==> config.mk <==
export PLATFORM = sky130hd
export DESIGN_NAME = line_position_estimator_top_flat
export DESIGN_NICKNAME = d
export VERILOG_FILES = /design/src/lpe_pkg.sv /design/src/lpe_if.sv /design/src/lpe_accum.sv /design/src/lpe_divider.sv /design/src/line_position_estimator_top.sv /design/src/flat_wrapper.sv
export SDC_FILE = /design/constraint.sdc
export NUM_CORES = 1
export LEC_CHECK = 0
export ABC_AREA = 1
export BUFFER_PORTS_ARGS = -buffer_cell sky130_fd_sc_hd__buf_2
export CAP_MARGIN = 10
export CORE_ASPECT_RATIO = 1.1
export CORE_MARGIN = 3
export CORE_UTILIZATION = 35
export CTS_CLUSTER_SIZE = 24
export DETAILED_ROUTE_END_ITERATION = 7
export PLACE_DENSITY = 0.54
export SLEW_MARGIN = 20
export SYNTH_ARGS = -nofsm -noshare
export SYNTH_HDL_FRONTEND = slang
export SYNTH_SLANG_ARGS = --single-unit
==> constraint.sdc <==
create_clock -name clock -period 8.5 [get_ports clock]
set_input_delay 2.55 -clock clock [delete_from_list [all_inputs] [get_ports clock]]
set_output_delay 2.55 -clock clock [all_outputs]
set_load 0.02 [all_outputs]
==> src/lpe_pkg.sv <==
// Shared types, constants and a helper function for the line position estimator.
// Used by every RTL file of the block and by its checker; depends on nothing.
package lpe_pkg;

   localparam int SENSOR_W             = 10;
   localparam int INPUT_FIELDS         = 5;
   localparam int SENSOR_COUNT_DEFAULT = 5;
   localparam int STEP_WEIGHT          = 1000;
   localparam int WEIGHT_W             = 13;
   localparam int IDX_MAX_W            = 3;
   localparam int NUM_W                = 24;
   localparam int DEN_W                = 13;
   localparam int POS_W                = 12;
   localparam int SPAN_W               = 13;
   localparam int CSR_INDEX_W          = 1;
   localparam int CSR_DATA_W           = 10;

   localparam logic [POS_W-1:0]      POS_MAX             = 12'd4095;
   localparam logic [POS_W-1:0]      SEEN_POS_MAX        = 12'd4000;
   localparam logic [CSR_DATA_W-1:0] THRESHOLD_RESET     = 10'd200;
   localparam logic [CSR_DATA_W-1:0] FULL_SCALE_RESET    = 10'd1000;

   typedef enum logic [CSR_INDEX_W-1:0] {
      CSR_OFF_LINE_THRESHOLD = 1'b0,
      CSR_FULL_SCALE         = 1'b1
   } csr_index_type;

   typedef enum logic [1:0] {
      ST_IDLE,
      ST_ACCUM,
      ST_DIVIDE,
      ST_FINISH
   } state_type;

   // Status of the accumulator towards the controller.
   typedef struct packed {
      logic             done;
      logic             seen;
      logic [NUM_W-1:0] num;
      logic [DEN_W-1:0] den;
   } acc_result_type;

   // Weight of one sensor: its index times the sensor step.
   function automatic logic [WEIGHT_W-1:0] step_weight(input logic [IDX_MAX_W-1:0] idx);
      step_weight = WEIGHT_W'(idx) * WEIGHT_W'(STEP_WEIGHT);
   endfunction

endpackage

==> src/lpe_if.sv <==
// Handshake channels of the line position estimator: request and response.
// Depends on lpe_pkg for the field widths.
interface lpe_req_if;
   logic                          valid;
   logic                          ready;
   logic [lpe_pkg::SENSOR_W-1:0]  sensor_0;
   logic [lpe_pkg::SENSOR_W-1:0]  sensor_1;
   logic [lpe_pkg::SENSOR_W-1:0]  sensor_2;
   logic [lpe_pkg::SENSOR_W-1:0]  sensor_3;
   logic [lpe_pkg::SENSOR_W-1:0]  sensor_4;

   modport source (output valid, sensor_0, sensor_1, sensor_2, sensor_3, sensor_4,
                   input ready);
   modport sink   (input valid, sensor_0, sensor_1, sensor_2, sensor_3, sensor_4,
                   output ready);
endinterface

interface lpe_rsp_if;
   logic                       valid;
   logic                       ready;
   logic [lpe_pkg::POS_W-1:0]  position;
   logic                       line_seen;

   modport source (output valid, position, line_seen, input ready);
   modport sink   (input valid, position, line_seen, output ready);
endinterface

==> src/lpe_accum.sv <==
// Sensor accumulator: shifts the frame out one reading per cycle and builds the
// weighted sum, the plain sum and the seen flag. Depends on lpe_pkg.
module lpe_accum #(
   parameter int SENSOR_COUNT = lpe_pkg::SENSOR_COUNT_DEFAULT
) (
   input  logic                          clock,
   input  logic                          reset,
   input  logic                          start,
   input  logic [lpe_pkg::SENSOR_W-1:0]  sensors [lpe_pkg::INPUT_FIELDS],
   input  logic [lpe_pkg::SENSOR_W-1:0]  threshold,
   output lpe_pkg::acc_result_type       result
);

   localparam int IDX_W  = $clog2(SENSOR_COUNT);
   localparam int PROD_W = lpe_pkg::WEIGHT_W + lpe_pkg::SENSOR_W;
   localparam logic [IDX_W-1:0] LAST_IDX = IDX_W'(SENSOR_COUNT - 1);

   logic [lpe_pkg::SENSOR_W-1:0] load     [SENSOR_COUNT];
   logic [lpe_pkg::SENSOR_W-1:0] value_ff [SENSOR_COUNT];
   logic [lpe_pkg::SENSOR_W-1:0] value_in [SENSOR_COUNT];
   logic [IDX_W-1:0]             idx_ff, idx_in;
   logic                         busy_ff, busy_in;
   logic                         done_ff, done_in;
   logic                         seen_ff, seen_in;
   logic [lpe_pkg::NUM_W-1:0]    num_ff, num_in;
   logic [lpe_pkg::DEN_W-1:0]    den_ff, den_in;
   logic [PROD_W-1:0]            product;

   // Sensors without an input field read as zero.
   for (genvar i = 0; i < SENSOR_COUNT; i++) begin : g_load
      if (i < lpe_pkg::INPUT_FIELDS) begin : g_field
         assign load[i] = sensors[i];
      end else begin : g_zero
         assign load[i] = '0;
      end
   end

   assign product = PROD_W'(lpe_pkg::step_weight(lpe_pkg::IDX_MAX_W'(idx_ff)))
                    * PROD_W'(value_ff[0]);

   always_comb begin
      value_in = value_ff;
      idx_in   = idx_ff;
      busy_in  = busy_ff;
      done_in  = 1'b0;
      seen_in  = seen_ff;
      num_in   = num_ff;
      den_in   = den_ff;
      if (start) begin
         value_in = load;
         idx_in   = '0;
         busy_in  = 1'b1;
         seen_in  = 1'b0;
         num_in   = '0;
         den_in   = '0;
      end else if (busy_ff) begin
         num_in  = num_ff + lpe_pkg::NUM_W'(product);
         den_in  = den_ff + lpe_pkg::DEN_W'(value_ff[0]);
         seen_in = seen_ff | (value_ff[0] > threshold);
         for (int i = 0; i < SENSOR_COUNT - 1; i++) begin
            value_in[i] = value_ff[i+1];
         end
         value_in[SENSOR_COUNT-1] = '0;
         idx_in = idx_ff + 1'b1;
         if (idx_ff == LAST_IDX) begin
            busy_in = 1'b0;
            done_in = 1'b1;
         end
      end
   end

   always_ff @(posedge clock) begin
      if (reset) begin
         busy_ff <= 1'b0;
         done_ff <= 1'b0;
         idx_ff  <= '0;
      end else begin
         busy_ff <= busy_in;
         done_ff <= done_in;
         idx_ff  <= idx_in;
      end
      value_ff <= value_in;
      seen_ff  <= seen_in;
      num_ff   <= num_in;
      den_ff   <= den_in;
   end

   assign result.done = done_ff;
   assign result.seen = seen_ff;
   assign result.num  = num_ff;
   assign result.den  = den_ff;

endmodule

==> src/lpe_divider.sv <==
// Bit-serial restoring divider: one quotient bit per cycle, most significant
// first. Depends on lpe_pkg for the operand widths.
module lpe_divider (
   input  logic                        clock,
   input  logic                        reset,
   input  logic                        start,
   input  logic [lpe_pkg::NUM_W-1:0]   numerator,
   input  logic [lpe_pkg::DEN_W-1:0]   denominator,
   output logic                        done,
   output logic [lpe_pkg::NUM_W-1:0]   quotient
);

   localparam int NUM_W = lpe_pkg::NUM_W;
   localparam int DEN_W = lpe_pkg::DEN_W;
   localparam int CNT_W = $clog2(NUM_W);
   localparam logic [CNT_W-1:0] LAST_STEP = CNT_W'(NUM_W - 1);

   logic             busy_ff, busy_in;
   logic             done_ff, done_in;
   logic [CNT_W-1:0] count_ff, count_in;
   logic [DEN_W-1:0] rem_ff, rem_in;
   logic [NUM_W-1:0] quo_ff, quo_in;
   logic [DEN_W-1:0] den_ff, den_in;
   logic [DEN_W:0]   trial;
   logic [DEN_W:0]   diff;
   logic             fits;

   // The remainder stays below the divisor, so it fits in DEN_W bits.
   assign trial = {rem_ff, quo_ff[NUM_W-1]};
   assign diff  = trial - {1'b0, den_ff};
   assign fits  = trial >= {1'b0, den_ff};

   always_comb begin
      busy_in  = busy_ff;
      done_in  = 1'b0;
      count_in = count_ff;
      rem_in   = rem_ff;
      quo_in   = quo_ff;
      den_in   = den_ff;
      if (start) begin
         busy_in  = 1'b1;
         count_in = '0;
         rem_in   = '0;
         quo_in   = numerator;
         den_in   = denominator;
      end else if (busy_ff) begin
         rem_in   = fits ? diff[DEN_W-1:0] : trial[DEN_W-1:0];
         quo_in   = {quo_ff[NUM_W-2:0], fits};
         count_in = count_ff + 1'b1;
         if (count_ff == LAST_STEP) begin
            busy_in = 1'b0;
            done_in = 1'b1;
         end
      end
   end

   always_ff @(posedge clock) begin
      if (reset) begin
         busy_ff  <= 1'b0;
         done_ff  <= 1'b0;
         count_ff <= '0;
      end else begin
         busy_ff  <= busy_in;
         done_ff  <= done_in;
         count_ff <= count_in;
      end
      rem_ff <= rem_in;
      quo_ff <= quo_in;
      den_ff <= den_in;
   end

   assign done     = done_ff;
   assign quotient = quo_ff;

endmodule

==> src/line_position_estimator_top.sv <==
// Line position estimator: weighted centroid of a row of line sensors.
// Each request carries one frame of calibrated readings, index 0 leftmost.
// The block returns one response per request: the position, 1000 per sensor
// step with 0 at the left, and a flag telling whether any reading exceeded the
// off-line threshold. When the line is seen, the position is the sum of
// index*1000*reading divided by the sum of readings, truncated, and is kept as
// the last known position. When it is not seen, the position snaps to 0 if the
// last known position lay left of centre, and to (SENSOR_COUNT-1)*full_scale
// otherwise (saturated at 4095). One request at a time is worked on: the
// accumulator shifts the readings through one per cycle, then, for a seen
// frame only, the bit-serial divider works out one quotient bit per cycle.
// A finished response waits in the output register, and the block takes the
// next request while it waits. Registers are written through the csr_ port:
// index 0 is the off-line threshold (reset 200), index 1 the full scale (reset
// 1000); they should only be written while no request is in flight.
// Depends on lpe_pkg, lpe_if, lpe_accum and lpe_divider.
module line_position_estimator_top #(
   parameter int SENSOR_COUNT = lpe_pkg::SENSOR_COUNT_DEFAULT
) (
   input  logic                            clock,
   input  logic                            reset,
   lpe_req_if.sink                         req_bus,
   lpe_rsp_if.source                       rsp_bus,
   input  logic                            csr_write_enable,
   input  logic [lpe_pkg::CSR_INDEX_W-1:0] csr_index,
   input  logic [lpe_pkg::CSR_DATA_W-1:0]  csr_write_data
);

   localparam int POS_W  = lpe_pkg::POS_W;
   localparam int SPAN_W = lpe_pkg::SPAN_W;

   lpe_pkg::state_type            state_ff, state_in;
   logic [lpe_pkg::CSR_DATA_W-1:0] threshold_ff;
   logic [lpe_pkg::CSR_DATA_W-1:0] full_scale_ff;
   logic [POS_W-1:0]               last_position_ff, last_position_in;
   logic                           seen_ff, seen_in;
   logic                           den_zero_ff, den_zero_in;
   logic                           rsp_valid_ff, rsp_valid_in;
   logic [POS_W-1:0]               rsp_position_ff, rsp_position_in;
   logic                           rsp_line_seen_ff, rsp_line_seen_in;

   logic [lpe_pkg::SENSOR_W-1:0]   sensors [lpe_pkg::INPUT_FIELDS];
   lpe_pkg::acc_result_type        acc_result;
   logic                           accept;
   logic                           div_start;
   logic                           div_done;
   logic [lpe_pkg::NUM_W-1:0]      quotient;
   logic                           out_free;
   logic                           finish;
   logic [SPAN_W-1:0]              span;
   logic [POS_W-1:0]               off_line_pos;
   logic [POS_W-1:0]               seen_pos;
   logic [POS_W-1:0]               position;

   assign sensors[0] = req_bus.sensor_0;
   assign sensors[1] = req_bus.sensor_1;
   assign sensors[2] = req_bus.sensor_2;
   assign sensors[3] = req_bus.sensor_3;
   assign sensors[4] = req_bus.sensor_4;

   // Configuration registers.
   always_ff @(posedge clock) begin
      if (reset) begin
         threshold_ff  <= lpe_pkg::THRESHOLD_RESET;
         full_scale_ff <= lpe_pkg::FULL_SCALE_RESET;
      end else if (csr_write_enable) begin
         unique case (lpe_pkg::csr_index_type'(csr_index))
            lpe_pkg::CSR_OFF_LINE_THRESHOLD: threshold_ff  <= csr_write_data;
            lpe_pkg::CSR_FULL_SCALE:         full_scale_ff <= csr_write_data;
         endcase
      end
   end

   lpe_accum #(
      .SENSOR_COUNT (SENSOR_COUNT)
   ) u_accum (
      .clock     (clock),
      .reset     (reset),
      .start     (accept),
      .sensors   (sensors),
      .threshold (threshold_ff),
      .result    (acc_result)
   );

   lpe_divider u_divider (
      .clock       (clock),
      .reset       (reset),
      .start       (div_start),
      .numerator   (acc_result.num),
      .denominator (acc_result.den),
      .done        (div_done),
      .quotient    (quotient)
   );

   // The output register is free when empty or being emptied this cycle.
   assign out_free = !rsp_valid_ff || rsp_bus.ready;

   // Next state.
   always_comb begin
      state_in = state_ff;
      unique case (state_ff)
         lpe_pkg::ST_IDLE: begin
            if (req_bus.valid) state_in = lpe_pkg::ST_ACCUM;
         end
         lpe_pkg::ST_ACCUM: begin
            if (acc_result.done) begin
               state_in = acc_result.seen ? lpe_pkg::ST_DIVIDE : lpe_pkg::ST_FINISH;
            end
         end
         lpe_pkg::ST_DIVIDE: begin
            if (div_done) state_in = lpe_pkg::ST_FINISH;
         end
         lpe_pkg::ST_FINISH: begin
            if (out_free) state_in = lpe_pkg::ST_IDLE;
         end
         default: state_in = lpe_pkg::ST_IDLE;
      endcase
   end

   // Controller outputs.
   always_comb begin
      req_bus.ready = 1'b0;
      div_start     = 1'b0;
      finish        = 1'b0;
      unique case (state_ff)
         lpe_pkg::ST_IDLE:   req_bus.ready = 1'b1;
         lpe_pkg::ST_ACCUM:  div_start     = acc_result.done && acc_result.seen;
         lpe_pkg::ST_DIVIDE: ;
         lpe_pkg::ST_FINISH: finish        = out_free;
         default: ;
      endcase
   end

   assign accept = req_bus.valid && req_bus.ready;

   // Keep the seen flag and the zero-sum guard once the accumulator is done.
   always_comb begin
      seen_in     = seen_ff;
      den_zero_in = den_zero_ff;
      if (acc_result.done) begin
         seen_in     = acc_result.seen;
         den_zero_in = (acc_result.den == '0);
      end
   end

   // Off-line extreme and centre test against the last known position.
   assign span = SPAN_W'(SENSOR_COUNT - 1) * SPAN_W'(full_scale_ff);
   always_comb begin
      if (SPAN_W'(last_position_ff) < (span >> 1)) begin
         off_line_pos = '0;
      end else if (span > SPAN_W'(lpe_pkg::POS_MAX)) begin
         off_line_pos = lpe_pkg::POS_MAX;
      end else begin
         off_line_pos = span[POS_W-1:0];
      end
   end

   // Seen position: saturated quotient, or zero if the sum of readings was zero.
   always_comb begin
      if (den_zero_ff) begin
         seen_pos = '0;
      end else if (|quotient[lpe_pkg::NUM_W-1:POS_W]) begin
         seen_pos = lpe_pkg::POS_MAX;
      end else begin
         seen_pos = quotient[POS_W-1:0];
      end
   end

   assign position = seen_ff ? seen_pos : off_line_pos;

   always_comb begin
      last_position_in = last_position_ff;
      rsp_valid_in     = rsp_valid_ff && !rsp_bus.ready;
      rsp_position_in  = rsp_position_ff;
      rsp_line_seen_in = rsp_line_seen_ff;
      if (finish) begin
         rsp_valid_in     = 1'b1;
         rsp_position_in  = position;
         rsp_line_seen_in = seen_ff;
         if (seen_ff) last_position_in = seen_pos;
      end
   end

   always_ff @(posedge clock) begin
      if (reset) begin
         state_ff         <= lpe_pkg::ST_IDLE;
         last_position_ff <= '0;
         rsp_valid_ff     <= 1'b0;
      end else begin
         state_ff         <= state_in;
         last_position_ff <= last_position_in;
         rsp_valid_ff     <= rsp_valid_in;
      end
      seen_ff          <= seen_in;
      den_zero_ff      <= den_zero_in;
      rsp_position_ff  <= rsp_position_in;
      rsp_line_seen_ff <= rsp_line_seen_in;
   end

   assign rsp_bus.valid     = rsp_valid_ff;
   assign rsp_bus.position  = rsp_position_ff;
   assign rsp_bus.line_seen = rsp_line_seen_ff;

endmodule

==> src/flat_wrapper.sv <==
// flat-port wrapper written by rule: the top's interface ports become plain ports
module line_position_estimator_top_flat 
#(
   parameter int SENSOR_COUNT = lpe_pkg::SENSOR_COUNT_DEFAULT
)
  (clock, reset, csr_write_enable, csr_index, csr_write_data, req_bus_valid, req_bus_sensor_0, req_bus_sensor_1, req_bus_sensor_2, req_bus_sensor_3, req_bus_sensor_4, req_bus_ready, rsp_bus_valid, rsp_bus_position, rsp_bus_line_seen, rsp_bus_ready);
  lpe_req_if req_bus_i ();
  lpe_rsp_if rsp_bus_i ();
  input  logic clock;
  input  logic reset;
  input  logic csr_write_enable;
  input  logic [lpe_pkg::CSR_INDEX_W-1:0] csr_index;
  input  logic [lpe_pkg::CSR_DATA_W-1:0] csr_write_data;
  input wire logic [$bits(req_bus_i.valid)-1:0] req_bus_valid;
  input wire logic [$bits(req_bus_i.sensor_0)-1:0] req_bus_sensor_0;
  input wire logic [$bits(req_bus_i.sensor_1)-1:0] req_bus_sensor_1;
  input wire logic [$bits(req_bus_i.sensor_2)-1:0] req_bus_sensor_2;
  input wire logic [$bits(req_bus_i.sensor_3)-1:0] req_bus_sensor_3;
  input wire logic [$bits(req_bus_i.sensor_4)-1:0] req_bus_sensor_4;
  output wire logic [$bits(req_bus_i.ready)-1:0] req_bus_ready;
  output wire logic [$bits(rsp_bus_i.valid)-1:0] rsp_bus_valid;
  output wire logic [$bits(rsp_bus_i.position)-1:0] rsp_bus_position;
  output wire logic [$bits(rsp_bus_i.line_seen)-1:0] rsp_bus_line_seen;
  input wire logic [$bits(rsp_bus_i.ready)-1:0] rsp_bus_ready;
  assign req_bus_i.valid = req_bus_valid;
  assign req_bus_i.sensor_0 = req_bus_sensor_0;
  assign req_bus_i.sensor_1 = req_bus_sensor_1;
  assign req_bus_i.sensor_2 = req_bus_sensor_2;
  assign req_bus_i.sensor_3 = req_bus_sensor_3;
  assign req_bus_i.sensor_4 = req_bus_sensor_4;
  assign req_bus_ready = req_bus_i.ready;
  assign rsp_bus_valid = rsp_bus_i.valid;
  assign rsp_bus_position = rsp_bus_i.position;
  assign rsp_bus_line_seen = rsp_bus_i.line_seen;
  assign rsp_bus_i.ready = rsp_bus_ready;
  line_position_estimator_top #(.SENSOR_COUNT(SENSOR_COUNT)) u_core (.clock(clock), .reset(reset), .req_bus(req_bus_i), .rsp_bus(rsp_bus_i), .csr_write_enable(csr_write_enable), .csr_index(csr_index), .csr_write_data(csr_write_data));
endmodule
Yosys cells after proc, flatten, opt, wreduce, memory -nomap -nowiden
Cells that the tools add are included.
{"block": "word_totals", "elab_cells": 97, "register_bits": 200, "input_bits": 66, "out_inout_bits": 15}
{"block": "op_classes", "muxes": 28, "eq_ne": 9, "addsub": 5, "multipliers": 2, "n_reduce_logical": 19, "bitwise_logic": 4, "n_lt_le_gt_ge": 4}
{"op": "$mux 50", "n": 2}
{"op": "$mux 12", "n": 5}
{"op": "$mux 24", "n": 2}
{"op": "$add 24x23->24", "n": 1}
{"op": "$mul 10x10->20", "n": 1}
{"op": "$ge 14x13->1", "n": 1}
{"op": "$add 13x10->13", "n": 1}
{"op": "$logic_not 13->1", "n": 1}
{"op": "$mux 1", "n": 13}
{"op": "$mux 13", "n": 1}
{"op": "$sub 13x13->13", "n": 1}
{"op": "$gt 12x12->1 const B", "n": 1}
{"op": "$lt 12x11->1", "n": 1}
{"op": "$reduce_or 12->1", "n": 1}
{"op": "$gt 10x10->1", "n": 1}
{"op": "$mul 3x7->10 const B", "n": 1}
{"op": "$mux 2", "n": 4}
{"op": "$pmux 2 s4", "n": 1}
{"op": "$ne 2x2->1 const B", "n": 3}
{"op": "$reduce_and 2->1", "n": 3}
{"op": "$reduce_or 3->1", "n": 2}
{"op": "$add 5x1->5 const B", "n": 1}
{"op": "$eq 5x5->1 const B", "n": 1}
{"op": "$eq 2x2->1 const B", "n": 2}
{"op": "other kinds (13)", "n": 20}

Depth between registers and ports, before layout
{"block": "logic_depth", "word_depth": 4, "depth_mapped": 40, "ltp_nobuf": 39}

Modules after synthesis
Synthesis repeated with hierarchy kept, for this count alone.
{"block": "hier_totals", "cells_unflattened": 1992, "area_unflattened_um2": 14916.8}
{"module": "lpe_accum", "cells_each": 1268, "instances": 1, "area_each_um2": 9257.6, "seq_area_each_um2": 2302.2}
{"module": "lpe_divider", "cells_each": 421, "instances": 1, "area_each_um2": 3241.9, "seq_area_each_um2": 1511.4}
{"module": "line_position_estimator_top", "cells_each": 303, "instances": 1, "area_each_um2": 2417.3, "seq_area_each_um2": 1131.1}

Worst setup path after synthesis
Ideal clock, no wire load.
{"block": "synth_timing", "path_kind": "register to register", "start": "reg u_core.u_accum.idx_ff[1]", "end": "reg u_core.u_accum.num_ff[22] (netlist bit)", "path_buffers": 1, "slack_ps": 993, "t_required_ps": 8391, "setup_ps": 109, "period_less_slack_ps": 7507, "path_stages_with_launch": 38, "t_arrival_ps": 7398, "path_cell_list": "dfxtp_1 clkbuf_1 inv_1 ha_1 ha_1 inv_1 fa_1 fa_1 or2_2 nand2_1 inv_1 nand2_1 fa_1 fa_1 inv_1 fa_1 fa_1 inv_1 [2 not listed] ha_1 nand2_1 inv_1 nand3_1 o21ai_0 nand3_1 nand3_1 nand2_1 ha_1 nand2_1 nor2_1 nand2_1 nor2_1 nand2_1 nand4_1 nand3_1 nand2_1 inv_1"}
{"block": "synth_via", "elab_chain_len": 3}
{"element": "start: declaration", "line": "lpe_accum.sv:21", "text": "logic [IDX_W-1:0] idx_ff, idx_in;"}
{"element": "start signal: assignment", "line": "lpe_accum.sv:80", "text": "idx_ff <= idx_in;"}
{"element": "$mul 3x7->10", "line": "lpe_pkg.sv:45", "text": "step_weight = WEIGHT_W'(idx) * WEIGHT_W'(STEP_WEIGHT);"}
{"element": "$mul 10x10->20", "line": "lpe_accum.sv:39", "text": "* PROD_W'(value_ff[0]);"}
{"element": "$add 24x23->24", "line": "lpe_accum.sv:57", "text": "num_in = num_ff + lpe_pkg::NUM_W'(product);"}
{"element": "end signal: assignment", "line": "lpe_accum.sv:84", "text": "num_ff <= num_in;"}
{"element": "end: declaration", "line": "lpe_accum.sv:25", "text": "logic [lpe_pkg::NUM_W-1:0] num_ff, num_in;"}
Every way passes these cells.
A chain may end at the register's enable or synchronous reset.

Worst setup path in the final report
{"block": "layout_timing", "start": "reg u_core.u_accum.idx_ff[0]", "end": "reg u_core.u_accum.num_ff[17] (netlist bit)"}
Same word-level chain as after synthesis.

==> results.yml <==
worst_setup_path:
  cpMaxStageDelayCell: "fa_1"
  startpoint_type: "flip-flop"
  worstPathArrival_ns: 8.28
  r2r_start: "u_core.u_accum.idx_ff[0]$_SDFFE_PP0P_"
  startpoint: "u_core.u_accum.idx_ff[0]$_SDFFE_PP0P_"
  cp_common_cell: "fa_1"
  worstPathMaxFanout: 8
  crit_required_ns: 8.85
  critPathMaxStageDelay_ns: 0.63
  critPathKind: "flip-flop to flip-flop"
  endpoint_kind: "flip-flop"
grt:
  antenna_found_initial: 2
  grt_util_all_layers_pct: 17.3
  grt_pass1_vias: 11700
  grt_overflow: 0
  grt_pass1_wl_um: 60100
  grt_max_degree: 63
logic_synthesis:
  yosys_most_used_dff: "edfxtp_1"
  yosys-top-cells-count: "nand2_1 (564), inv_1 (330), nor2_1 (148)"
  synth_warnings: 0
  ys_ff_latch: 196
  synth_nets: 2171
  synth_edf_count: 102
  synth_area_leaders: "edfxtp_1 (21%), nand2_1 (15%), dfxtp_1 (13%)"
  syn_avg_cell_area_um2: 7.61
  postSynth.asyncResetShare_pct: 0
  synth_top_area_share_pct: 21.1
  yosysSeqAreaShare_pct: 34.1
  yosysMostFrequentCell: "nand2_1"
  synth_top_area_cell: "edfxtp_1"
  synth_cells: 1905
  synth.distinct_cells: 45
  syn_area_um2: 14500
status:
  status: "complete, no violations"
clock_network:
  numCtsBuffers: 17
  clock_latency_ns: 0.47
  cts_setup_buffers: 0
  cts-htree-levels: 4
  cts_tree: "yes"
  clk_pin_slew_ns: 0.09
  ctsHoldBuffers: 0
  cts_sinks: 196
  cts_buffer_depth: 2
  root_buffer: "clkbuf_16"
routing:
  ant_nets: 0
  viasPerCell: 4.71
  num_vias: 11900
  routed_wl_um: 37000
  routedWlPerCell_um: 14.6
  drtIter0Drc: 596
  dr.pass1.iters: 6
  drc_errors: 0
cells_and_area:
  final_layout_size_suffix_gt1_share_pct: 7.94
  final_cells: 2532
  post-route-util_pct: 39.7
  final_nets: 2231
  areaGrowthSynthToFinish_pct: 10.9
timing:
  slew_violations: 0
  setup_slack_ns: 0.571
  finalSetupTns_ns: 0
  tightest_slew_ns: 1.03
  clock.fmax_mhz: 126
  setup-violations-final: 0
  hold_viol_final: 0
  rsz0062_at_grt: "false"
  period_share_pct: 93.3
  finClkSkew_ns: 0.0162
  final.min_clock_period_ns: 7.93
  maxSlewHeadroom_pct: 31.0
floorplanning:
  die_area_um2: 43900
  coreArea_um2: 40600
  initial_core_util_pct: 35.8
  dieWidth_um: 200
  ioPinCount: 81
  chipHeight_um: 219
  fp-row-count: 77
power_and_ir_drop:
  p_per_area_nw_per_um2: 261
  ir_worst_vdd_uv: 178
  p_leak_nw: 8.24
placed_design:
  portBuffers: 80
  hpwl_um: 28700
  dp_cells: 2499
  pre_cts_ws_ns: 0.463
  place_congestion: 0.878
hold_path:
  hp-class: "flip-flop to flip-flop"
  min_from: "u_core.seen_ff$_DFFE_PP_"
job:
  maxCapViolations: 0
[critical path, delay by kind of cell (launching register included)]
kind | cells | cell delay, ns
and+or+nand+nor | 12 | 1.65
adders and majority gates | 10 | 4.70
AOI/OAI and AO/OA | 1 | 0.33
buffers and inverters | 7 | 0.53
xor gates and xnor gates | 1 | 0.17
DFF | 1 | 0.43
[registers in the layout, indices dropped and copies added, names as in the netlist, 2 cells and up]
signal                     flops
u_core.u_divider.rem_ff       13
u_core.u_accum.value_ff       50
u_core.rsp_bus.position       12
u_core.threshold_ff           10
u_core.u_accum.den_ff         13
u_core.u_divider.quotient     24
u_core.last_position_ff       11
u_core.full_scale_ff          10
u_core.state_ff                2
u_core.u_divider.count_ff      5
u_core.u_accum.num_ff         21
u_core.u_divider.den_ff       13
u_core.u_accum.idx_ff          3
[stage by stage]
step	hold WS, ns	area [µm²]	total power, W
2_1_floorplan	0.426	14500	0.00280
4_1_cts	0.465	16100	0.00424
5_1_grt	0.476	16100	0.00457
3_5_place_dp	0.445	15500	0.00338
6_report	0.465	16100	0.00419
3_3_place_gp	0.440	15500	0.00335
[cell usage in the layout (no fill, tap or decap), types with 60 or more instances in the layout]
cell,count
a21oi_1,97
buf_2,80
dfxtp_1,94
edfxtp_1,102
fa_1,69
ha_1,131
inv_1,329
nand2_1,563
nand3_1,103
nor2_1,148
o21ai_0,60
[layout make-up]
class                      instances  area [µm²]
fill                            4202       24500
antenna                            1        2.50
clock buffer                      17         425
multi-input combinational       1328        8120
timing repair buffer              90         475
clock inverter                    15         175
tap                              553         692
sequential                       196        4940
inverter                         332        1250
[worst paths after layout]
path                                            end  slack [ns]  cells after the start
max          u_core.u_accum.num_ff[17]$_SDFFE_PP0P_        0.57                     31
min              u_core.rsp_bus.line_seen$_DFFE_PP_        0.46                      0
max reg2reg  u_core.u_accum.num_ff[17]$_SDFFE_PP0P_        0.57                     31
min reg2reg      u_core.rsp_bus.line_seen$_DFFE_PP_        0.46                      0
[report_power, final]
group / switching, W / internal [W]
combinational: 0.00121 / 0.000653
sequential: 0.000226 / 0.00126
clock: 0.000421 / 0.000424
total: 0.00185 / 0.00234
[cells by family after synthesis]
kind of cell / after synthesis / synth area share (%)
simple gates: 892 / 25.4
buf+inv: 381 / 9.95
flops: 196 / 34.1
compound gates: 205 / 7.82
fa+ha+maj: 200 / 20.8
xor+xnor: 31 / 1.87
[per-layer routing]
| layer | wire length [µm] | up-vias | global-route usage (%) |
|---|---|---|---|
| met3 | 1720 | 39 | 3.93 |
| li1 | - | 6150 | - |
| met2 | 17400 | 223 | 28.7 |
| met5 | 27 | - | 0 |
| met1 | 17200 | 5501 | 22.6 |
| met4 | 717 | 4 | 4.79 |
[repair_timing]
action / 4_1_cts / 5_1_grt
hold endpoints to repair: 0 / 0
gates resized for setup: 0 / 1
setup endpoints to repair: 0 / 3
Note: power is estimated with default switching activity, not from simulation.
